File: src/hw/rtl/dfsec_pkg.sv
`default_nettype none
//------------------------------------------------------------------------------
// dfsec_pkg
// Shared types, widths and codes for the depth-first edge classifier.
//------------------------------------------------------------------------------
package dfsec_pkg;

   // Number of graph vertices that the search walks (2 to 8).
   localparam int VERTICES = 8;

   // Field widths fixed by the word formats.
   localparam int OP_W    = 2;
   localparam int VID_W   = 3;
   localparam int ROW_W   = 8;
   localparam int KIND_W  = 2;
   localparam int STAMP_W = 4;
   localparam int TIME_W  = 5;

   // Storage slots addressed by a vertex index, and a count wide enough to hold them.
   localparam int SLOTS  = 1 << VID_W;
   localparam int CNT_W  = VID_W + 1;

   localparam logic [CNT_W-1:0] VERTEX_COUNT = CNT_W'(VERTICES);
   localparam logic [CNT_W-1:0] STACK_SLOTS  = CNT_W'(SLOTS);

   typedef enum logic [OP_W-1:0] {
      OP_LOAD = 2'd0,
      OP_RUN  = 2'd1,
      OP_READ = 2'd2,
      OP_NONE = 2'd3
   } op_type;

   typedef enum logic [KIND_W-1:0] {
      KIND_TREE    = 2'd0,
      KIND_BACK    = 2'd1,
      KIND_FORWARD = 2'd2,
      KIND_CROSS   = 2'd3
   } kind_type;

   typedef enum logic [1:0] {
      COLOR_UNSEEN = 2'd0,
      COLOR_ACTIVE = 2'd1,
      COLOR_DONE   = 2'd2
   } color_type;

   typedef enum logic [4:0] {
      ST_IDLE  = 5'b00001,
      ST_ROOT  = 5'b00010,
      ST_SCAN  = 5'b00100,
      ST_FLUSH = 5'b01000,
      ST_READ  = 5'b10000
   } state_type;

   // Commands from the controller to the datapath.
   typedef struct packed {
      logic load_row;
      logic start_run;
      logic latch_read;
      logic root_skip;
      logic root_push;
      logic pop;
      logic step;
      logic flush;
      logic read_emit;
   } cmd_type;

   // Status from the datapath to the controller.
   typedef struct packed {
      logic roots_done;
      logic root_seen;
      logic stack_empty;
      logic scan_end;
      logic edge_hit;
      logic held_valid;
      logic out_free;
   } status_type;

endpackage
`default_nettype wire

File: src/hw/rtl/dfsec_req_if.sv
`default_nettype none
//------------------------------------------------------------------------------
// dfsec_req_if
// Request channel: load a row, run the search or read one vertex.
//------------------------------------------------------------------------------
interface dfsec_req_if;
   logic       valid;
   logic       ready;
   logic [1:0] op;
   logic [2:0] vertex_index;
   logic [7:0] row_bits;

   modport source (output valid, output op, output vertex_index, output row_bits,
                   input ready);
   modport sink   (input valid, input op, input vertex_index, input row_bits,
                   output ready);
endinterface
`default_nettype wire

File: src/hw/rtl/dfsec_rsp_if.sv
`default_nettype none
//------------------------------------------------------------------------------
// dfsec_rsp_if
// Response channel: classified edge records and vertex read responses.
//------------------------------------------------------------------------------
interface dfsec_rsp_if;
   logic       valid;
   logic       ready;
   logic [2:0] from_vertex;
   logic [2:0] to_vertex;
   logic [1:0] edge_kind;
   logic [2:0] parent_vertex;
   logic       has_parent;
   logic [3:0] discover_time;
   logic [3:0] finish_time;
   logic       is_vertex_info;
   logic       last;

   modport source (output valid, output from_vertex, output to_vertex, output edge_kind,
                   output parent_vertex, output has_parent, output discover_time,
                   output finish_time, output is_vertex_info, output last,
                   input ready);
   modport sink   (input valid, input from_vertex, input to_vertex, input edge_kind,
                   input parent_vertex, input has_parent, input discover_time,
                   input finish_time, input is_vertex_info, input last,
                   output ready);
endinterface
`default_nettype wire

File: src/hw/rtl/dfsec_ctrl.sv
`default_nettype none
//------------------------------------------------------------------------------
// dfsec_ctrl
// Controller state machine that sequences loads, searches and reads.
//------------------------------------------------------------------------------
module dfsec_ctrl
   import dfsec_pkg::*;
(
   input  logic              clock,
   input  logic              reset,
   input  logic              req_valid,
   input  logic [OP_W-1:0]   req_op,
   output logic              req_ready,
   input  status_type        sts,
   output cmd_type           cmd
);

   state_type state_ff;
   state_type state_in;

   always_ff @(posedge clock) begin
      if (reset) begin
         state_ff <= ST_IDLE;
      end else begin
         state_ff <= state_in;
      end
   end

   always_comb begin
      state_in  = state_ff;
      cmd       = '0;
      req_ready = (state_ff == ST_IDLE);
      case (state_ff)
         ST_IDLE: begin
            if (req_valid) begin
               case (op_type'(req_op))
                  OP_LOAD: begin
                     cmd.load_row = 1'b1;
                  end
                  OP_RUN: begin
                     cmd.start_run = 1'b1;
                     state_in      = ST_ROOT;
                  end
                  OP_READ: begin
                     cmd.latch_read = 1'b1;
                     state_in       = ST_READ;
                  end
                  default: begin
                  end
               endcase
            end
         end
         ST_ROOT: begin
            if (sts.roots_done) begin
               state_in = ST_FLUSH;
            end else if (sts.root_seen) begin
               cmd.root_skip = 1'b1;
            end else begin
               cmd.root_push = 1'b1;
               state_in      = ST_SCAN;
            end
         end
         ST_SCAN: begin
            if (sts.stack_empty) begin
               state_in = ST_ROOT;
            end else if (sts.scan_end) begin
               cmd.pop = 1'b1;
            end else if (!(sts.edge_hit && sts.held_valid && !sts.out_free)) begin
               // A new edge may only displace the held record once the output is free.
               cmd.step = 1'b1;
            end
         end
         ST_FLUSH: begin
            if (!sts.held_valid) begin
               state_in = ST_IDLE;
            end else if (sts.out_free) begin
               cmd.flush = 1'b1;
               state_in  = ST_IDLE;
            end
         end
         ST_READ: begin
            if (sts.out_free) begin
               cmd.read_emit = 1'b1;
               state_in      = ST_IDLE;
            end
         end
         default: begin
            state_in = ST_IDLE;
         end
      endcase
   end

endmodule
`default_nettype wire

File: src/hw/rtl/dfsec_datapath.sv
`default_nettype none
//------------------------------------------------------------------------------
// dfsec_datapath
// Graph storage, vertex records, walk stack, held edge and output register.
//------------------------------------------------------------------------------
module dfsec_datapath
   import dfsec_pkg::*;
(
   input  logic               clock,
   input  logic               reset,
   input  cmd_type            cmd,
   output status_type         sts,
   input  logic [VID_W-1:0]   req_vertex_index,
   input  logic [ROW_W-1:0]   req_row_bits,
   input  logic               rsp_ready,
   output logic               rsp_valid,
   output logic [VID_W-1:0]   rsp_from_vertex,
   output logic [VID_W-1:0]   rsp_to_vertex,
   output logic [KIND_W-1:0]  rsp_edge_kind,
   output logic [VID_W-1:0]   rsp_parent_vertex,
   output logic               rsp_has_parent,
   output logic [STAMP_W-1:0] rsp_discover_time,
   output logic [STAMP_W-1:0] rsp_finish_time,
   output logic               rsp_is_vertex_info,
   output logic               rsp_last
);

   logic [ROW_W-1:0]   adj_ff    [SLOTS];
   color_type          color_ff  [SLOTS];
   logic [VID_W-1:0]   parent_ff [SLOTS];
   logic               has_par_ff[SLOTS];
   logic [STAMP_W-1:0] disc_ff   [SLOTS];
   logic [STAMP_W-1:0] fin_ff    [SLOTS];
   logic [VID_W-1:0]   stk_vtx_ff[SLOTS];
   logic [CNT_W-1:0]   stk_nxt_ff[SLOTS];
   logic [CNT_W-1:0]   depth_ff;
   logic [CNT_W-1:0]   root_ff;
   logic [TIME_W-1:0]  time_ff;
   logic [VID_W-1:0]   rd_vtx_ff;

   logic               held_valid_ff;
   logic [VID_W-1:0]   held_from_ff;
   logic [VID_W-1:0]   held_to_ff;
   kind_type           held_kind_ff;

   logic               out_valid_ff;
   logic [VID_W-1:0]   out_from_ff;
   logic [VID_W-1:0]   out_to_ff;
   logic [KIND_W-1:0]  out_kind_ff;
   logic [VID_W-1:0]   out_parent_ff;
   logic               out_has_par_ff;
   logic [STAMP_W-1:0] out_disc_ff;
   logic [STAMP_W-1:0] out_fin_ff;
   logic               out_info_ff;
   logic               out_last_ff;

   logic [VID_W-1:0]   top_idx;
   logic [VID_W-1:0]   push_idx;
   logic [VID_W-1:0]   top_u;
   logic [CNT_W-1:0]   top_j;
   logic [VID_W-1:0]   j_idx;
   logic [VID_W-1:0]   root_idx;
   logic [STAMP_W-1:0] stamp;
   logic               scan_end;
   logic               edge_hit;
   logic               push_ok;
   logic               out_free;
   logic               rd_in_range;
   kind_type           kind;

   assign top_idx  = VID_W'(depth_ff - CNT_W'(1));
   assign push_idx = depth_ff[VID_W-1:0];
   assign top_u    = stk_vtx_ff[top_idx];
   assign top_j    = stk_nxt_ff[top_idx];
   assign j_idx    = top_j[VID_W-1:0];
   assign root_idx = root_ff[VID_W-1:0];
   assign stamp    = time_ff[STAMP_W-1:0];
   assign scan_end = (top_j >= VERTEX_COUNT);
   assign edge_hit = !scan_end && adj_ff[top_u][j_idx];
   assign push_ok  = (depth_ff < STACK_SLOTS);
   assign out_free = !out_valid_ff || rsp_ready;
   assign rd_in_range = ({1'b0, rd_vtx_ff} < VERTEX_COUNT);

   always_comb begin
      case (color_ff[j_idx])
         COLOR_UNSEEN: kind = KIND_TREE;
         COLOR_ACTIVE: kind = KIND_BACK;
         default: begin
            // A target finished before the source was discovered is a cross edge.
            kind = (fin_ff[j_idx] < disc_ff[top_u]) ? KIND_CROSS : KIND_FORWARD;
         end
      endcase
   end

   always_comb begin
      sts.roots_done  = (root_ff >= VERTEX_COUNT);
      sts.root_seen   = (color_ff[root_idx] != COLOR_UNSEEN);
      sts.stack_empty = (depth_ff == '0);
      sts.scan_end    = scan_end;
      sts.edge_hit    = edge_hit;
      sts.held_valid  = held_valid_ff;
      sts.out_free    = out_free;
   end

   always_ff @(posedge clock) begin
      if (reset) begin
         for (int i = 0; i < SLOTS; i++) begin
            adj_ff[i]     <= '0;
            color_ff[i]   <= COLOR_UNSEEN;
            parent_ff[i]  <= '0;
            has_par_ff[i] <= 1'b0;
            disc_ff[i]    <= '0;
            fin_ff[i]     <= '0;
         end
         depth_ff      <= '0;
         root_ff       <= '0;
         time_ff       <= '0;
         held_valid_ff <= 1'b0;
         out_valid_ff  <= 1'b0;
      end else begin
         if (cmd.load_row && ({1'b0, req_vertex_index} < VERTEX_COUNT)) begin
            adj_ff[req_vertex_index] <= req_row_bits;
         end

         if (cmd.latch_read) begin
            rd_vtx_ff <= req_vertex_index;
         end

         if (cmd.start_run) begin
            for (int i = 0; i < SLOTS; i++) begin
               color_ff[i]   <= COLOR_UNSEEN;
               parent_ff[i]  <= '0;
               has_par_ff[i] <= 1'b0;
               disc_ff[i]    <= '0;
               fin_ff[i]     <= '0;
            end
            depth_ff      <= '0;
            root_ff       <= '0;
            time_ff       <= '0;
            held_valid_ff <= 1'b0;
         end

         if (cmd.root_skip) begin
            root_ff <= root_ff + CNT_W'(1);
         end

         if (cmd.root_push) begin
            root_ff            <= root_ff + CNT_W'(1);
            color_ff[root_idx] <= COLOR_ACTIVE;
            disc_ff[root_idx]  <= stamp;
            time_ff            <= time_ff + TIME_W'(1);
            if (push_ok) begin
               stk_vtx_ff[push_idx] <= root_idx;
               stk_nxt_ff[push_idx] <= '0;
               depth_ff             <= depth_ff + CNT_W'(1);
            end
         end

         if (cmd.pop) begin
            fin_ff[top_u]   <= stamp;
            color_ff[top_u] <= COLOR_DONE;
            time_ff         <= time_ff + TIME_W'(1);
            depth_ff        <= depth_ff - CNT_W'(1);
         end

         if (cmd.step) begin
            stk_nxt_ff[top_idx] <= top_j + CNT_W'(1);
            if (edge_hit) begin
               held_valid_ff <= 1'b1;
               held_from_ff  <= top_u;
               held_to_ff    <= j_idx;
               held_kind_ff  <= kind;
               if (kind == KIND_TREE) begin
                  color_ff[j_idx]   <= COLOR_ACTIVE;
                  parent_ff[j_idx]  <= top_u;
                  has_par_ff[j_idx] <= 1'b1;
                  disc_ff[j_idx]    <= stamp;
                  time_ff           <= time_ff + TIME_W'(1);
                  if (push_ok) begin
                     stk_vtx_ff[push_idx] <= j_idx;
                     stk_nxt_ff[push_idx] <= '0;
                     depth_ff             <= depth_ff + CNT_W'(1);
                  end
               end
            end
         end

         if (cmd.flush) begin
            held_valid_ff <= 1'b0;
         end

         // Output register: loaded with the held edge, the final edge or a read word.
         if ((cmd.step && edge_hit && held_valid_ff) || cmd.flush) begin
            out_valid_ff   <= 1'b1;
            out_from_ff    <= held_from_ff;
            out_to_ff      <= held_to_ff;
            out_kind_ff    <= held_kind_ff;
            out_parent_ff  <= '0;
            out_has_par_ff <= 1'b0;
            out_disc_ff    <= '0;
            out_fin_ff     <= '0;
            out_info_ff    <= 1'b0;
            out_last_ff    <= cmd.flush;
         end else if (cmd.read_emit) begin
            out_valid_ff   <= 1'b1;
            out_from_ff    <= rd_vtx_ff;
            out_to_ff      <= '0;
            out_kind_ff    <= KIND_TREE;
            out_parent_ff  <= (rd_in_range && has_par_ff[rd_vtx_ff]) ?
                              parent_ff[rd_vtx_ff] : '0;
            out_has_par_ff <= rd_in_range && has_par_ff[rd_vtx_ff];
            out_disc_ff    <= rd_in_range ? disc_ff[rd_vtx_ff] : '0;
            out_fin_ff     <= rd_in_range ? fin_ff[rd_vtx_ff] : '0;
            out_info_ff    <= 1'b1;
            out_last_ff    <= 1'b0;
         end else if (rsp_ready) begin
            out_valid_ff <= 1'b0;
         end
      end
   end

   assign rsp_valid          = out_valid_ff;
   assign rsp_from_vertex    = out_from_ff;
   assign rsp_to_vertex      = out_to_ff;
   assign rsp_edge_kind      = out_kind_ff;
   assign rsp_parent_vertex  = out_parent_ff;
   assign rsp_has_parent     = out_has_par_ff;
   assign rsp_discover_time  = out_disc_ff;
   assign rsp_finish_time    = out_fin_ff;
   assign rsp_is_vertex_info = out_info_ff;
   assign rsp_last           = out_last_ff;

endmodule
`default_nettype wire

File: src/hw/rtl/dfs_edge_classifier.sv
`default_nettype none
//------------------------------------------------------------------------------
// dfs_edge_classifier
// Depth-first search over a small directed graph with edge classification.
//------------------------------------------------------------------------------
// The block holds a VERTICES-by-VERTICES adjacency matrix that is loaded one row
// per request word. A run request clears all colors, parents and timestamps and
// walks the graph depth first, taking roots and neighbors in ascending order;
// every edge met leaves as one response word classed as tree, back, forward or
// cross, and the final edge word of a run carries last. A run over a graph with
// no edges returns nothing. A read request returns one response word with the
// vertex's parent and its discovery and finish times. A run is paced by the
// walk sequencer, which steps through each matrix cell, each root check, each
// vertex finish and each return to the root scan, besides accepting the run,
// seeing that the roots are done and releasing the final word. The walk holds
// while a new edge or the final word waits for the response side to take the
// previous word. Each edge word is held for one edge so that last can be set on
// it; the request side is ready again only when the run or read has finished.
//------------------------------------------------------------------------------
module dfs_edge_classifier
   import dfsec_pkg::*;
(
   input  logic       clock,
   input  logic       reset,
   dfsec_req_if.sink  req_chan,
   dfsec_rsp_if.source rsp_chan
);

   cmd_type    cmd;
   status_type sts;

   // The controller owns sequencing; it sees the datapath only through status.
   dfsec_ctrl u_ctrl (
      .clock     (clock),
      .reset     (reset),
      .req_valid (req_chan.valid),
      .req_op    (req_chan.op),
      .req_ready (req_chan.ready),
      .sts       (sts),
      .cmd       (cmd)
   );

   // The datapath holds the graph, the vertex records, the walk stack and the
   // output register that parts the response side from the walk.
   dfsec_datapath u_datapath (
      .clock              (clock),
      .reset              (reset),
      .cmd                (cmd),
      .sts                (sts),
      .req_vertex_index   (req_chan.vertex_index),
      .req_row_bits       (req_chan.row_bits),
      .rsp_ready          (rsp_chan.ready),
      .rsp_valid          (rsp_chan.valid),
      .rsp_from_vertex    (rsp_chan.from_vertex),
      .rsp_to_vertex      (rsp_chan.to_vertex),
      .rsp_edge_kind      (rsp_chan.edge_kind),
      .rsp_parent_vertex  (rsp_chan.parent_vertex),
      .rsp_has_parent     (rsp_chan.has_parent),
      .rsp_discover_time  (rsp_chan.discover_time),
      .rsp_finish_time    (rsp_chan.finish_time),
      .rsp_is_vertex_info (rsp_chan.is_vertex_info),
      .rsp_last           (rsp_chan.last)
   );

endmodule
`default_nettype wire

File: src/flat_wrapper.sv
// flat-port wrapper written by rule: the top's interface ports become plain ports
module dfs_edge_classifier_flat import dfsec_pkg::*;
  (clock, reset, req_chan_valid, req_chan_op, req_chan_vertex_index, req_chan_row_bits, req_chan_ready, rsp_chan_valid, rsp_chan_from_vertex, rsp_chan_to_vertex, rsp_chan_edge_kind, rsp_chan_parent_vertex, rsp_chan_has_parent, rsp_chan_discover_time, rsp_chan_finish_time, rsp_chan_is_vertex_info, rsp_chan_last, rsp_chan_ready);
  dfsec_req_if req_chan_i ();
  dfsec_rsp_if rsp_chan_i ();
  input  logic clock;
  input  logic reset;
  input wire logic [$bits(req_chan_i.valid)-1:0] req_chan_valid;
  input wire logic [$bits(req_chan_i.op)-1:0] req_chan_op;
  input wire logic [$bits(req_chan_i.vertex_index)-1:0] req_chan_vertex_index;
  input wire logic [$bits(req_chan_i.row_bits)-1:0] req_chan_row_bits;
  output wire logic [$bits(req_chan_i.ready)-1:0] req_chan_ready;
  output wire logic [$bits(rsp_chan_i.valid)-1:0] rsp_chan_valid;
  output wire logic [$bits(rsp_chan_i.from_vertex)-1:0] rsp_chan_from_vertex;
  output wire logic [$bits(rsp_chan_i.to_vertex)-1:0] rsp_chan_to_vertex;
  output wire logic [$bits(rsp_chan_i.edge_kind)-1:0] rsp_chan_edge_kind;
  output wire logic [$bits(rsp_chan_i.parent_vertex)-1:0] rsp_chan_parent_vertex;
  output wire logic [$bits(rsp_chan_i.has_parent)-1:0] rsp_chan_has_parent;
  output wire logic [$bits(rsp_chan_i.discover_time)-1:0] rsp_chan_discover_time;
  output wire logic [$bits(rsp_chan_i.finish_time)-1:0] rsp_chan_finish_time;
  output wire logic [$bits(rsp_chan_i.is_vertex_info)-1:0] rsp_chan_is_vertex_info;
  output wire logic [$bits(rsp_chan_i.last)-1:0] rsp_chan_last;
  input wire logic [$bits(rsp_chan_i.ready)-1:0] rsp_chan_ready;
  assign req_chan_i.valid = req_chan_valid;
  assign req_chan_i.op = req_chan_op;
  assign req_chan_i.vertex_index = req_chan_vertex_index;
  assign req_chan_i.row_bits = req_chan_row_bits;
  assign req_chan_ready = req_chan_i.ready;
  assign rsp_chan_valid = rsp_chan_i.valid;
  assign rsp_chan_from_vertex = rsp_chan_i.from_vertex;
  assign rsp_chan_to_vertex = rsp_chan_i.to_vertex;
  assign rsp_chan_edge_kind = rsp_chan_i.edge_kind;
  assign rsp_chan_parent_vertex = rsp_chan_i.parent_vertex;
  assign rsp_chan_has_parent = rsp_chan_i.has_parent;
  assign rsp_chan_discover_time = rsp_chan_i.discover_time;
  assign rsp_chan_finish_time = rsp_chan_i.finish_time;
  assign rsp_chan_is_vertex_info = rsp_chan_i.is_vertex_info;
  assign rsp_chan_last = rsp_chan_i.last;
  assign rsp_chan_i.ready = rsp_chan_ready;
  dfs_edge_classifier u_core (.clock(clock), .reset(reset), .req_chan(req_chan_i), .rsp_chan(rsp_chan_i));
endmodule
File: config.mk
export PLATFORM = sky130hd
export DESIGN_NAME = dfs_edge_classifier_flat
export DESIGN_NICKNAME = d
export VERILOG_FILES = /design/src/hw/rtl/dfsec_pkg.sv /design/src/hw/rtl/dfsec_req_if.sv /design/src/hw/rtl/dfsec_rsp_if.sv /design/src/hw/rtl/dfsec_ctrl.sv /design/src/hw/rtl/dfsec_datapath.sv /design/src/hw/rtl/dfs_edge_classifier.sv /design/src/flat_wrapper.sv
export SDC_FILE = /design/constraint.sdc
export NUM_CORES = 1
export LEC_CHECK = 0
export BUFFER_PORTS_ARGS = -buffer_cell sky130_fd_sc_hd__buf_2
export CAP_MARGIN = 20
export CORE_ASPECT_RATIO = 0.8
export CORE_UTILIZATION = 45
export CTS_BUF_LIST = sky130_fd_sc_hd__clkbuf_8 sky130_fd_sc_hd__clkbuf_16
export DETAILED_ROUTE_END_ITERATION = 10
export PLACE_DENSITY_LB_ADDON = 0.08
export SLEW_MARGIN = 10
export SYNTH_ARGS = -nofsm -noshare
export SYNTH_HDL_FRONTEND = slang
export SYNTH_SLANG_ARGS = --single-unit
File: constraint.sdc
create_clock -name clock -period 14.59 [get_ports clock]
set_clock_uncertainty 0.05 [all_clocks]
set_input_delay 1.459 -clock clock [delete_from_list [all_inputs] [get_ports clock]]
set_output_delay 1.459 -clock clock [all_outputs]
set_load 0.01 [all_outputs]
==> impl_summary.md, run 1 <==
Status
The run finished with clean final reports.

Drt
For this block, the via count after detailed routing is 10.0k. After detailed routing, the average wire length per cell comes to 22.9 um. The via density per instance is 5.85.

For this run, the detailed router's first-pass iteration total came to 6. Wires add up to 39200 um. The number of DRC violations after detailed routing is 0. The DRC violation total after the first TritonRoute iteration is 820.

The number of nets with antenna violations after routing is 0.

Logic synthesis
Of the synthesized area, sequential elements account for 0.585. Dividing the synthesized area by the synthesized cell count gives 11.5 um^2. After synthesis the netlist holds a flip-flop and latch count of 290. The number of cells produced by synthesis is 1251. Yosys attributes the largest share of cell area to sky130_fd_sc_hd__edfxtp_1, sky130_fd_sc_hd__mux4_2, sky130_fd_sc_hd__dfxtp_1. Synthesis instantiated 75 different standard cells from the library. In the synthesized netlist, the cells that appear most often are sky130_fd_sc_hd__edfxtp_1, sky130_fd_sc_hd__nand2_1, sky130_fd_sc_hd__nor2_1. The number of flops mapped to enable cells by yosys is 257.

Among all flip-flop cells after synthesis, the most frequent one is sky130_fd_sc_hd__edfxtp_1. The total standard cell area after synthesis is 0.0143 mm^2. Synthesis produced a netlist with a net count of 1278. The top cell type by total area after synthesis is sky130_fd_sc_hd__edfxtp_1. The number of warnings reported in the yosys synthesis log is 0. The fraction of registers with async set/reset is 0. The library cell with the highest instance count after synthesis is sky130_fd_sc_hd__edfxtp_1. The fraction of synthesized cell area taken by the top area cell type is 0.539.

STA
The final number of hold-violating endpoints is 0. The final setup violation count is 0. Adding up every negative setup slack in the final design gives 0 ns. The number of pins exceeding their max-slew limit in the final report came to 0. The worst path needs 6.38 ns of the cycle, external delays included. The worst pin sits at a relative slew slack of 0.275. Dividing the final minimum period by the clock period gives 0.437. Setup repair after global routing left no endpoint under its margin. Static timing analysis puts the maximum clock frequency at 0.157 GHz. After layout, the worst setup slack is 8.21 ns.

The transition time of the tightest slew-check pin is 1.09 ns.

Job
The count of max-cap constraint violations is 0.

Placed design
Buffers placed on the I/O ports in this run total 40. Detailed placement finished with a half-perimeter wire length of 27500 um. Once placement finished, the instance area stood at 0.0149 mm^2.

Timing analysis after detailed placement gives a worst setup slack of 8.34 ns. Routability-driven placement finished with a final weighted congestion of 0.921.

CTS
The post-CTS setup buffer count is 0. After clock tree synthesis, the clock-pin slew on the worst setup and hold paths is 0.06 ns. The maximum level of the CTS H-tree is 1. For this design, the sink count on the clock tree is 290.

At the later pin of the worst-skew pair, clock insertion delay measures 0.57 ns. TritonCTS built the clock tree. For this design, the CTS-stage hold fixing added 0 buffers. The number of buffers created by CTS is 30. The clock root buffer master is sky130_fd_sc_hd__clkbuf_16. The maximum count of clock buffers along a single path is 3. The number of cells upsized or downsized after cts is 0.

GRT
The pin count of the biggest net entering global routing is 53. The number of antenna violations at the first check in global routing is 0. The number of global-route vias before repair is 9538. The overall routing resource usage is 0.244.

The total global routing overflow is 0. The first-pass GRT wire length is 60000 um.

Worst setup path
The worst setup path is captured at a register. Data on the critical path is required at its endpoint by 14.76 ns. The maximum fanout along the worst path is 34. At the worst endpoint, the arrival time is 6.54 ns. STA classifies the critical path startpoint as a register. The classification of the worst setup path is register to register.

Final layout
The final layout net count is 1297. Of the cells placed in the final design, the portion with a size suffix greater than 1 is 0.150. Compared with the post-synthesis result, the final layout area differs by 10.9%. The cell area after layout is 0.0159 mm^2. The number of antenna repair diodes is 0.

Floorplanning
The core region is 0.0314 mm^2. The row count is 58. The die outline area is 0.0326 mm^2. Measured along the x axis, the die boundary spans 202 um.

The number of placed I/O pins is 41. The effective utilization at floorplan is 0.457. The vertical die dimension is 162 um.

Power and ir drop
In this run the power density over the cells is 123 mW/mm^2. IR analysis of the VDD net gives a maximum drop of 0.0000820 V. The static leakage is 5.56 nW.

Hold path
The worst hold-check path type is register to register.
==> worst max-delay path: stages, from the launching register on <==
cell and delay, ns:
sky130_fd_sc_hd__dfxtp_1 0.44, sky130_fd_sc_hd__inv_1 0.09, sky130_fd_sc_hd__ha_1 1.01, sky130_fd_sc_hd__mux4_2 0.51
sky130_fd_sc_hd__mux2i_4 0.16, sky130_fd_sc_hd__buf_4 0.40, sky130_fd_sc_hd__inv_2 0.15, sky130_fd_sc_hd__buf_4 0.32
sky130_fd_sc_hd__mux2i_1 0.18, sky130_fd_sc_hd__mux2_2 0.29, sky130_fd_sc_hd__a221oi_2 0.43, sky130_fd_sc_hd__or3_1 0.61
sky130_fd_sc_hd__nor2_4 0.12, sky130_fd_sc_hd__a22oi_1 0.76, sky130_fd_sc_hd__o21ai_0 0.44
==> per-stage QoR <==
stage,total power (W),cells,hold WS [ns],utilization
3_3_place_gp,0.00121,1656,0.389,0.476
6_report,0.00195,1713,0.401,0.507
5_1_grt,0.00201,1713,0.425,0.507
3_5_place_dp,0.00121,1657,0.391,0.476
4_1_cts,0.00195,1712,0.403,0.506
2_1_floorplan,0.00113,1251,0.370,-
==> area by class of cell <==
class,count,area (um^2)
fill,2842,15500
sequential,290,8380
multi-input combinational,859,5560
clock buffer,31,776
tap,420,526
timing repair buffer,63,374
clock inverter,24,175
inverter,26,97.6
==> logic make-up (layout without fill, tap and decap cells) <==
logic type	Yosys count	count (layout)	share of synthesized area
AOI/OAI and AO/OA	180	180	0.0857
muxes	94	94	0.0967
DFF	290	290	0.585
xor gates and xnor gates	6	6	0.00498
adders and majority gates	10	10	0.00873
buffers and inverters	102	144	0.0306
and+or+nand+nor	569	569	0.189
==> placed cells by master, fill, tap and decap left out, types with 31 or more instances in the layout <==
master                        n
sky130_fd_sc_hd__edfxtp_1   257
sky130_fd_sc_hd__nand2_1    159
sky130_fd_sc_hd__nor2_1     152
sky130_fd_sc_hd__nor3_1      77
sky130_fd_sc_hd__and2_1      70
sky130_fd_sc_hd__o21ai_0     56
sky130_fd_sc_hd__mux2i_1     45
sky130_fd_sc_hd__buf_2       41
sky130_fd_sc_hd__nand3_1     37
sky130_fd_sc_hd__mux4_2      33
sky130_fd_sc_hd__dfxtp_1     33
sky130_fd_sc_hd__clkbuf_16   31
==> report_power, final <==
part           switching, W  internal (W)  total, W
Sequential        0.0000281      0.000943  0.000971
Combinational      0.000149     0.0000760  0.000225
Clock              0.000320      0.000433  0.000753
==> worst paths after layout <==
path | start | end | slack (ns) | cells after the start
hold reg to reg | u_core.u_datapath.has_par_ff[3]$_DFF_P_ | u_core.u_datapath.has_par_ff[3]$_DFF_P_ | 0.40 | 2
hold / removal | u_core.u_datapath.has_par_ff[3]$_DFF_P_ | u_core.u_datapath.has_par_ff[3]$_DFF_P_ | 0.40 | 2
setup / recovery | u_core.u_datapath.depth_ff[1]$_SDFF_PP0_ | u_core.u_datapath.disc_ff[4][0]$_SDFFCE_PN0P_ | 8.21 | 14
setup reg to reg | u_core.u_datapath.depth_ff[1]$_SDFF_PP0_ | u_core.u_datapath.disc_ff[4][0]$_SDFFCE_PN0P_ | 8.21 | 14
==> per-layer routing <==
| metal | wire length [um] | GRT usage |
|---|---|---|
| met1 | 19100 | 0.381 |
| met2 | 15900 | 0.337 |
| met3 | 3530 | 0.0611 |
| met4 | 730 | 0.0499 |
| met5 | 0 | 0 |
==> registers in the layout (all words and copies together) (netlist names), 5 cells and up, named ones only <==
signal                        count
u_core.u_datapath.stk_nxt_ff     32
u_core.u_datapath.adj_ff         64
u_core.u_datapath.fin_ff         32
u_core.u_datapath.color_ff       16
u_core.u_datapath.disc_ff        32
u_core.u_ctrl.state_ff            5
u_core.u_datapath.has_par_ff      8
u_core.u_datapath.parent_ff      24
u_core.u_datapath.stk_vtx_ff     24
(Power assumes the default switching activity.)
==> run 2, diff against run 1 <==
--- a/config.mk
+++ b/config.mk
@@ -5,6 +5,7 @@
 export SDC_FILE = /design/constraint.sdc
 export NUM_CORES = 1
 export LEC_CHECK = 0
+export ABC_AREA = 1
 export BUFFER_PORTS_ARGS = -buffer_cell sky130_fd_sc_hd__buf_2
 export CAP_MARGIN = 20
 export CORE_ASPECT_RATIO = 0.8
==> constraint.sdc (replaced) <==
create_clock -name clock -period 6.53 [get_ports clock]
set_clock_uncertainty 0.05 [all_clocks]
set_input_delay 0.653 -clock clock [delete_from_list [all_inputs] [get_ports clock]]
set_output_delay 0.653 -clock clock [all_outputs]
set_load 0.01 [all_outputs]
==> impl_summary.md, run 2 <==
Power and ir drop
Across the VDD grid, the largest voltage drop is 0.000256 V. The static leakage is 6.69 nW. For this design the ratio of total power to cell area is 283 mW/mm^2.

GRT
The pin count of the biggest net entering global routing is 43. The overall routing resource usage is 0.252. The global routing met1 resource utilization is 0.395. In this run the most used layer during global routing was met1.

The met3 capacity usage during global routing is 0.0476. The number of antenna violations at the first check in global routing is 0. The first-pass GRT wire length is 63000 um.

In the global route stage, met2 resource usage came out at 0.357. The number of global-route vias before repair was 10.6k. The total global routing overflow is 0.

Worst setup path
The maximum fanout along the worst path is 17. The classification of the worst setup path is register to register. The flop-to-flop setup slack is 1.18 ns. The data required time of the critical path is 6.70 ns. The highest cell delay on the worst timing path is 0.68 ns.

On the critical path, the stage with the largest delay is an instance of sky130_fd_sc_hd__o21ai_0. Data on the critical path arrives at its endpoint at 5.52 ns. The buffering stage count on the worst path with inverters included is 4. The signal on the critical path passes through inv_1 > ha_1 > inv_1 > nand2_1 > nand2_1 > nand2_1 > nand2_2 > nand2_1 > inv_1 > nand2_1 > nand3_1 > o21ai_1 > nor2_1 > nor2_2 > nand4_2 > nor2_4 > inv_2 > nand2_2 > nand4_1 > o21ai_0. The kind of cell adding the most delay to the critical path is simple AND/OR/NAND/NOR gates. The worst setup path is launched from a register. The cell with the most instances on the worst path is sky130_fd_sc_hd__nand2_1. The critical path capture point type is a register.

Logic synthesis
Among all cell types in the netlist, the one instantiated most often is sky130_fd_sc_hd__nand2_1. The main flop type after synthesis is sky130_fd_sc_hd__edfxtp_1. The share of the synthesized netlist area taken by xor and xnor gates is 0.00365.

Of the post-synthesis cell area, the dominant cell type holds 0.536. The fraction of registers with async set/reset is 0. The net count after synthesis is 1666. After synthesis, the largest family of logic cells by area is simple AND/OR/NAND/NOR gates. The proportion of synthesized area in mux cells is 0.00417. A synthesized cell averages 8.78 um^2.

The number of flops mapped to enable cells by yosys is 257. Yosys attributes the largest share of cell area to sky130_fd_sc_hd__edfxtp_1, sky130_fd_sc_hd__nand2_1, sky130_fd_sc_hd__nor2_1. Of the total synthesized cell area, the portion taken by full adders, half adders and majority gates is 0.00869. Of the total synthesized cell area, the portion taken by AND, OR, NAND and NOR gates is 0.250. During synthesis, Yosys emitted a total of 0 warnings. The count of unique library cells instantiated by Yosys is 47. The total standard cell area after synthesis is 0.0144 mm^2.

The part of the Yosys area used for sequential elements is 0.582. The compound-gate portion of the synthesized area came to 0.0840. The number of cells produced by synthesis is 1639.

Of all cell types, the one taking the most synthesized area is sky130_fd_sc_hd__edfxtp_1. By count the netlist is led by sky130_fd_sc_hd__nand2_1, sky130_fd_sc_hd__nor2_1, sky130_fd_sc_hd__edfxtp_1. The synthesized design contains 290 register bits.

Drt
The average wire per standard cell is 19.2 um. The DRC violation total after the first TritonRoute iteration is 1298. The detailed-route via count is 11.3k.

For this run, design rule violations remaining after detail routing come to 0. The wire length after detailed routing is 40500 um. Using the TritonRoute via totals, the vias-per-cell ratio works out to 5.38.

The detail route stage leaves a number of antenna-violating nets equal to 0. The pre-antenna-repair detailed-routing pass consisted of 8 iterations.

CTS
The maximum level of the CTS H-tree is 1. The clock root buffer master is sky130_fd_sc_hd__clkbuf_16. The total number of clock tree sinks is 290.

The maximum count of clock buffers along a single path is 3. TritonCTS built the clock tree. After clock tree synthesis, the clock-pin slew on the worst setup and hold paths is 0.06 ns. Clock tree synthesis inserted a total of 30 buffers. Hold repair after CTS inserted 0 buffers. The post-CTS setup buffer count is 0.

The number of cells upsized or downsized after cts is 0. The insertion delay of the later-clocked pin in the worst-skew pair is 0.58 ns.

STA
The final setup violation count is 0. Measured against its own limit, the worst slew margin works out to 0.250. The highest achievable clock rate is 0.187 GHz. Setup repair after global routing left no endpoint under its margin. The number of pins exceeding their max-slew limit in the final report is 0.

The minimum period implied by the final worst setup slack is 5.35 ns. Once routing completed, OpenROAD measured the worst setup slack at 1.18 ns. After routing, the total negative slack on setup checks comes to 0 ns. The final number of hold-violating endpoints is 0. The transition time of the tightest slew-check pin is 1.12 ns. Dividing the final minimum period by the clock period gives 0.820.

Hold path
The worst hold-check path type is input port to register.

Final layout
In the final layout, the share of cells above drive strength 1 is 0.0890. The register bank with the most flops is u_core.u_datapath.adj_ff. The repair_antennas step left the layout with diodes totalling 0. After the last flow step, the layout net total stands at 1689.

The top cell types in the final layout, fill and taps aside, are sky130_fd_sc_hd__nand2_1, sky130_fd_sc_hd__nor2_1, sky130_fd_sc_hd__edfxtp_1. The fill cell total of the finished layout is 2987. The register with the most flip-flops in the layout has 64 of them.

The most frequent standard cell in the layout excluding fill and tap cells is sky130_fd_sc_hd__nand2_1. From synthesis to final layout, the design area changed by 10.8%.

Placed design
The number of buffers inserted by port buffering is 40. OpenSTA, run right after detailed placement, puts the worst setup slack at 1.26 ns. The detailed placement HPWL is 28600 um. The final weighted congestion in routability-driven placement is 0.899.

Floorplanning
The number of placed I/O pins is 41. The row count is 58. From bottom edge to top edge, the die measures 162 um. The effective utilization at floorplan is 0.458. The chip width is 202 um. The region available for standard cell placement spans 0.0314 mm^2. The die covers 0.0327 mm^2.

Job
The count of max-cap constraint violations is 0.

Status
The flow ran to the end, and the final reports show no timing, DRC or antenna violations.
## run 2: metal layers
| layer | vias to the layer above | wire, um |
|---|---|---|
| met1 | 5368 | 19800 |
| met4 | 0 | 871 |
| met2 | 440 | 16500 |
| met5 | - | 0 |
| li1 | 5455 | - |
| met3 | 62 | 3380 |
## run 2: cell type report
class,count,area [um^2],share of cell area
clock buffers,32,778,0.0488
clock inverters,24,228,0.0143
inverters,170,638,0.0400
multi-input cells,1114,5050,0.317
flip-flops and latches,290,8380,0.526
well taps,420,526,0.0330
repair buffers,56,344,0.0216
## run 2: logic make-up after synthesis
| group | Yosys count |
|---|---|
| adders and majority gates | 10 |
| DFF | 290 |
| and+or+nand+nor | 889 |
| muxes | 6 |
| xor gates and xnor gates | 6 |
| buffers and inverters | 235 |
| AOI/OAI and AO/OA | 203 |
## run 2: worst paths after layout
kind / from / endpoint / depth (start not counted)
hold / removal: req_chan_vertex_index[0] / u_core.u_datapath.rd_vtx_ff[0]$_DFFE_PP_ / 1
setup / recovery: u_core.u_datapath.depth_ff[1]$_SDFF_PP0_ / u_core.u_datapath.stk_nxt_ff[5][3]$_SDFFCE_PN0P_ / 20
hold reg to reg: u_core.u_datapath.has_par_ff[4]$_DFF_P_ / u_core.u_datapath.has_par_ff[4]$_DFF_P_ / 2
setup reg to reg: u_core.u_datapath.depth_ff[1]$_SDFF_PP0_ / u_core.u_datapath.stk_nxt_ff[5][3]$_SDFFCE_PN0P_ / 20
## run 2: per-stage QoR
stage          hold slack, ns  std cells  cell area [um^2]  total power, W  utilization
2_1_floorplan           0.372       1639             14400         0.00258            -
3_3_place_gp            0.384       2048             14900         0.00277        0.474
3_5_place_dp            0.391       2049             14900         0.00278        0.475
4_1_cts                 0.338       2105             15900         0.00452        0.507
5_1_grt                 0.348       2106             15900         0.00467        0.507
6_report                0.367       2106             15900         0.00451        0.507
## run 2: power breakdown
part	total [W]	switching, W	internal (W)
Combinational	0.000607	0.000440	0.000167
Clock	0.00176	0.000742	0.00102
Sequential	0.00214	0.0000457	0.00209
Total	0.00451	0.00123	0.00328
==> run 3, diff against run 2 <==
--- a/config.mk
+++ b/config.mk
@@ -5,7 +5,7 @@
 export SDC_FILE = /design/constraint.sdc
 export NUM_CORES = 1
 export LEC_CHECK = 0
-export ABC_AREA = 1
+export ABC_AREA = 0
 export BUFFER_PORTS_ARGS = -buffer_cell sky130_fd_sc_hd__buf_2
 export CAP_MARGIN = 20
 export CORE_ASPECT_RATIO = 0.8
==> constraint.sdc (replaced) <==
create_clock -name clock -period 4.46 [get_ports clock]
set_clock_uncertainty 0.05 [all_clocks]
set_input_delay 0.446 -clock clock [delete_from_list [all_inputs] [get_ports clock]]
set_output_delay 0.446 -clock clock [all_outputs]
set_load 0.01 [all_outputs]
==> impl_summary.md, run 3 (synthesis gave the netlist of run 1 again) <==
Final layout
The number of antenna repair diodes is 0. The register bank with the most flops is u_core.u_datapath.adj_ff. With fillers left out, the area of the finished cells amounts to 0.0167 mm^2. The post-route core utilization is 0.531.

Of the cells placed in the final design, the portion with a size suffix greater than 1 is 0.210. The top cell types in the final layout, fill and taps aside, are sky130_fd_sc_hd__edfxtp_1, sky130_fd_sc_hd__nand2_1, sky130_fd_sc_hd__nor2_1. The final layout contains 1379 nets. The register with the most flip-flops in the layout has 64 of them. Relative to the synthesized area, the layout overhead comes to 16.2%. The most frequent standard cell in the layout excluding fill and tap cells is sky130_fd_sc_hd__edfxtp_1.

Drt
The first detailed-routing pass took 5 iterations. The number of DRC violations after detailed routing is 0. The highest layer used for signal routing is met4.

The via density per instance is 5.83. After detailed routing, the average wire length per cell comes to 22.5 um. The detail route stage leaves a number of antenna-violating nets equal to 0. The DRC violation total after the first TritonRoute iteration is 1109. The routed wire length on met2 is 16700 um. The detailed-route via count is 10.5k. The detailed-route wire length on metal 1 is 19400 um. After detailed routing, the total wire length is 40400 um. The routed length on met3 is 3580 um.

GRT
The total global routing overflow is 0. Entering global routing, the biggest net connects 41 pins. The overall routing resource usage is 0.252. The number of global-route vias before repair is 9969. The number of antenna violations at the first check in global routing came to 0. The first-pass GRT wire length is 62000 um.

CTS
The maximum count of clock buffers along a single path is 3. The clock root buffer master is sky130_fd_sc_hd__clkbuf_16. The CTS tree is built. CTS saw 290 sinks.

For this design, the CTS-stage hold fixing added 0 buffers. The CTS clock-pin slew for the worst setup and hold paths is 0.06 ns. The insertion delay of the later-clocked pin in the worst-skew pair is 0.57 ns. CTS built an H-tree with a depth of 1.

The number of buffers created by CTS is 31.

Worst setup path
The classification of the worst setup path is register to register. For the worst flop-to-flop path, the logic depth is 16. The critical path capture point type is a register. The flop-to-flop setup slack is 0.22 ns.

The data arrival time of the critical path is 4.48 ns. The startpoint of the most critical register-to-register path is u_core.u_datapath.depth_ff[0]$_SDFF_PP0_. The endpoint identified for the worst register-to-register timing path is u_core.u_datapath.stk_nxt_ff[4][3]$_SDFFCE_PN0P_.

The data required time of the critical path is 4.70 ns. In this run the worst path has a maximum fanout of 11. The critical path launch point type is a register.

STA
Subtracting the final worst setup slack from the clock period gives 4.24 ns. Dividing the final minimum period by the clock period gives 0.951. The worst slew margin relative to its limit is 0.411.

The number of pins exceeding their max-slew limit in the final report is 0. The post-route worst setup slack is 0.220 ns. Setup repair after global routing left no endpoint under its margin.

The final number of hold-violating endpoints is 0. The transition time of the tightest slew-check pin is 0.878 ns. For this run, the top clock speed supported by timing is 0.236 GHz. In the final timing run, aggregate negative setup slack is 0 ns.

The final setup violation count is 0.

Hold path
The worst-case hold path end point is u_core.u_datapath.rd_vtx_ff[0]$_DFFE_PP_. Along the worst hold path, the cell count comes to 1. The worst hold-check path type is input port to register. The startpoint of the most critical hold path is req_chan_vertex_index[0].

Floorplanning
The die outline area is 0.0326 mm^2. The chip width is 202 um. 41 I/O pins were placed. From bottom edge to top edge, the die measures 162 um. The effective utilization at floorplan is 0.457. Row generation in the floorplan step produced 58 rows.

The floorplan step defined a core boundary enclosing 0.0314 mm^2.

Placed design
Summed over all nets, the half-perimeter wirelength after detailed placement is 29200 um. The number of buffers inserted by port buffering is 40. The post-placement worst setup slack is 0.0520 ns. The final weighted congestion in routability-driven placement is 0.946. The placed instances occupy a cell area of 0.0156 mm^2.

Job
The tool flagged a number of max-cap violations equal to 0.

Power and ir drop
The static leakage is 5.97 nW. Power spread over the standard cell area amounts to 392 mW/mm^2. The peak supply drop is 0.000290 V.

Status
The run finished with clean final reports.
## run 3: cell count changes in the layout (fill, tap and decap cells not counted), moves of 15 or more
cell	change
sky130_fd_sc_hd__nor2_1	-166
sky130_fd_sc_hd__inv_1	-131
sky130_fd_sc_hd__a21oi_1	-15
sky130_fd_sc_hd__o21ai_0	-32
sky130_fd_sc_hd__and2_1	+70
sky130_fd_sc_hd__nand2_2	-17
sky130_fd_sc_hd__mux2i_1	+37
sky130_fd_sc_hd__nor3_1	+67
sky130_fd_sc_hd__nand2_1	-301
sky130_fd_sc_hd__buf_4	+85
sky130_fd_sc_hd__mux4_2	+33
## run 3: final cells by class
class | instances | area (um^2)
clock buffers | 35 | 831
clock inverters | 23 | 173
fillers | 2791 | 14700
well taps | 420 | 526
inverters | 26 | 104
multi-input cells | 859 | 5620
flip-flops and latches | 290 | 8380
repair buffers | 144 | 1030
## run 3: worst max-delay path, stage by stage, from the launching register on
cell	delay (ns)
sky130_fd_sc_hd__dfxtp_1	0.32
sky130_fd_sc_hd__inv_1	0.12
sky130_fd_sc_hd__ha_4	0.21
sky130_fd_sc_hd__xor2_1	0.25
sky130_fd_sc_hd__buf_12	0.20
sky130_fd_sc_hd__mux2_2	0.37
sky130_fd_sc_hd__nand4_4	0.13
sky130_fd_sc_hd__nor2_4	0.09
sky130_fd_sc_hd__nor2_1	0.44
sky130_fd_sc_hd__a221oi_1	0.18
sky130_fd_sc_hd__or3_1	0.42
sky130_fd_sc_hd__buf_4	0.19
sky130_fd_sc_hd__o31ai_4	0.26
sky130_fd_sc_hd__nand3_1	0.22
sky130_fd_sc_hd__buf_4	0.21
sky130_fd_sc_hd__o21ai_0	0.15
sky130_fd_sc_hd__buf_4	0.17
## run 3: worst max-delay path by stage
stage                                             startpoint                                                   end  slack, ns  depth (start not counted)
finish              u_core.u_datapath.depth_ff[0]$_SDFF_PP0_      u_core.u_datapath.stk_nxt_ff[4][3]$_SDFFCE_PN0P_       0.22                         16
global route        u_core.u_datapath.depth_ff[0]$_SDFF_PP0_      u_core.u_datapath.stk_nxt_ff[4][3]$_SDFFCE_PN0P_       0.02                         16
CTS                 u_core.u_datapath.depth_ff[1]$_SDFF_PP0_         u_core.u_datapath.disc_ff[1][3]$_SDFFCE_PN0P_       0.04                         14
detailed placement  u_core.u_datapath.depth_ff[1]$_SDFF_PP0_         u_core.u_datapath.disc_ff[1][3]$_SDFFCE_PN0P_       0.05                         14
global placement    u_core.u_datapath.depth_ff[1]$_SDFF_PP0_         u_core.u_datapath.disc_ff[1][2]$_SDFFCE_PN0P_       0.05                         14
floorplan           u_core.u_datapath.depth_ff[0]$_SDFF_PP0_  u_core.u_datapath.rsp_discover_time[0]$_SDFFCE_PN0P_       0.02                         20
## run 3: per-layer routing
layer	track usage	vias to the layer above
met3	0.0513	53
met2	0.350	444
met5	0	-
met4	0.0579	0
met1	0.398	5166
li1	-	4822
## run 3: timing repair
action                                  in CTS  in global routing
setup buffers                                0                  0
endpoints found under the setup margin       0                130
resized for setup                            0                 19
## run 3: metrics by stage
stage               total power [W]  instances  hold slack [ns]
floorplan                   0.00371       1251            0.370
global placement            0.00402       1738            0.382
detailed placement          0.00402       1738            0.386
CTS                         0.00655       1796            0.141
global route                0.00675       1797            0.153
finish                      0.00653       1797            0.181
## run 3: power breakdown
part / internal (W) / switching [W] / leakage [nW] / total [W]
combinational: 0.000301 / 0.000513 / 2.55 / 0.000813
clock: 0.00145 / 0.00109 / 0.512 / 0.00254
sequential: 0.00308 / 0.0000922 / 2.90 / 0.00318
total: 0.00483 / 0.00169 / 5.97 / 0.00653
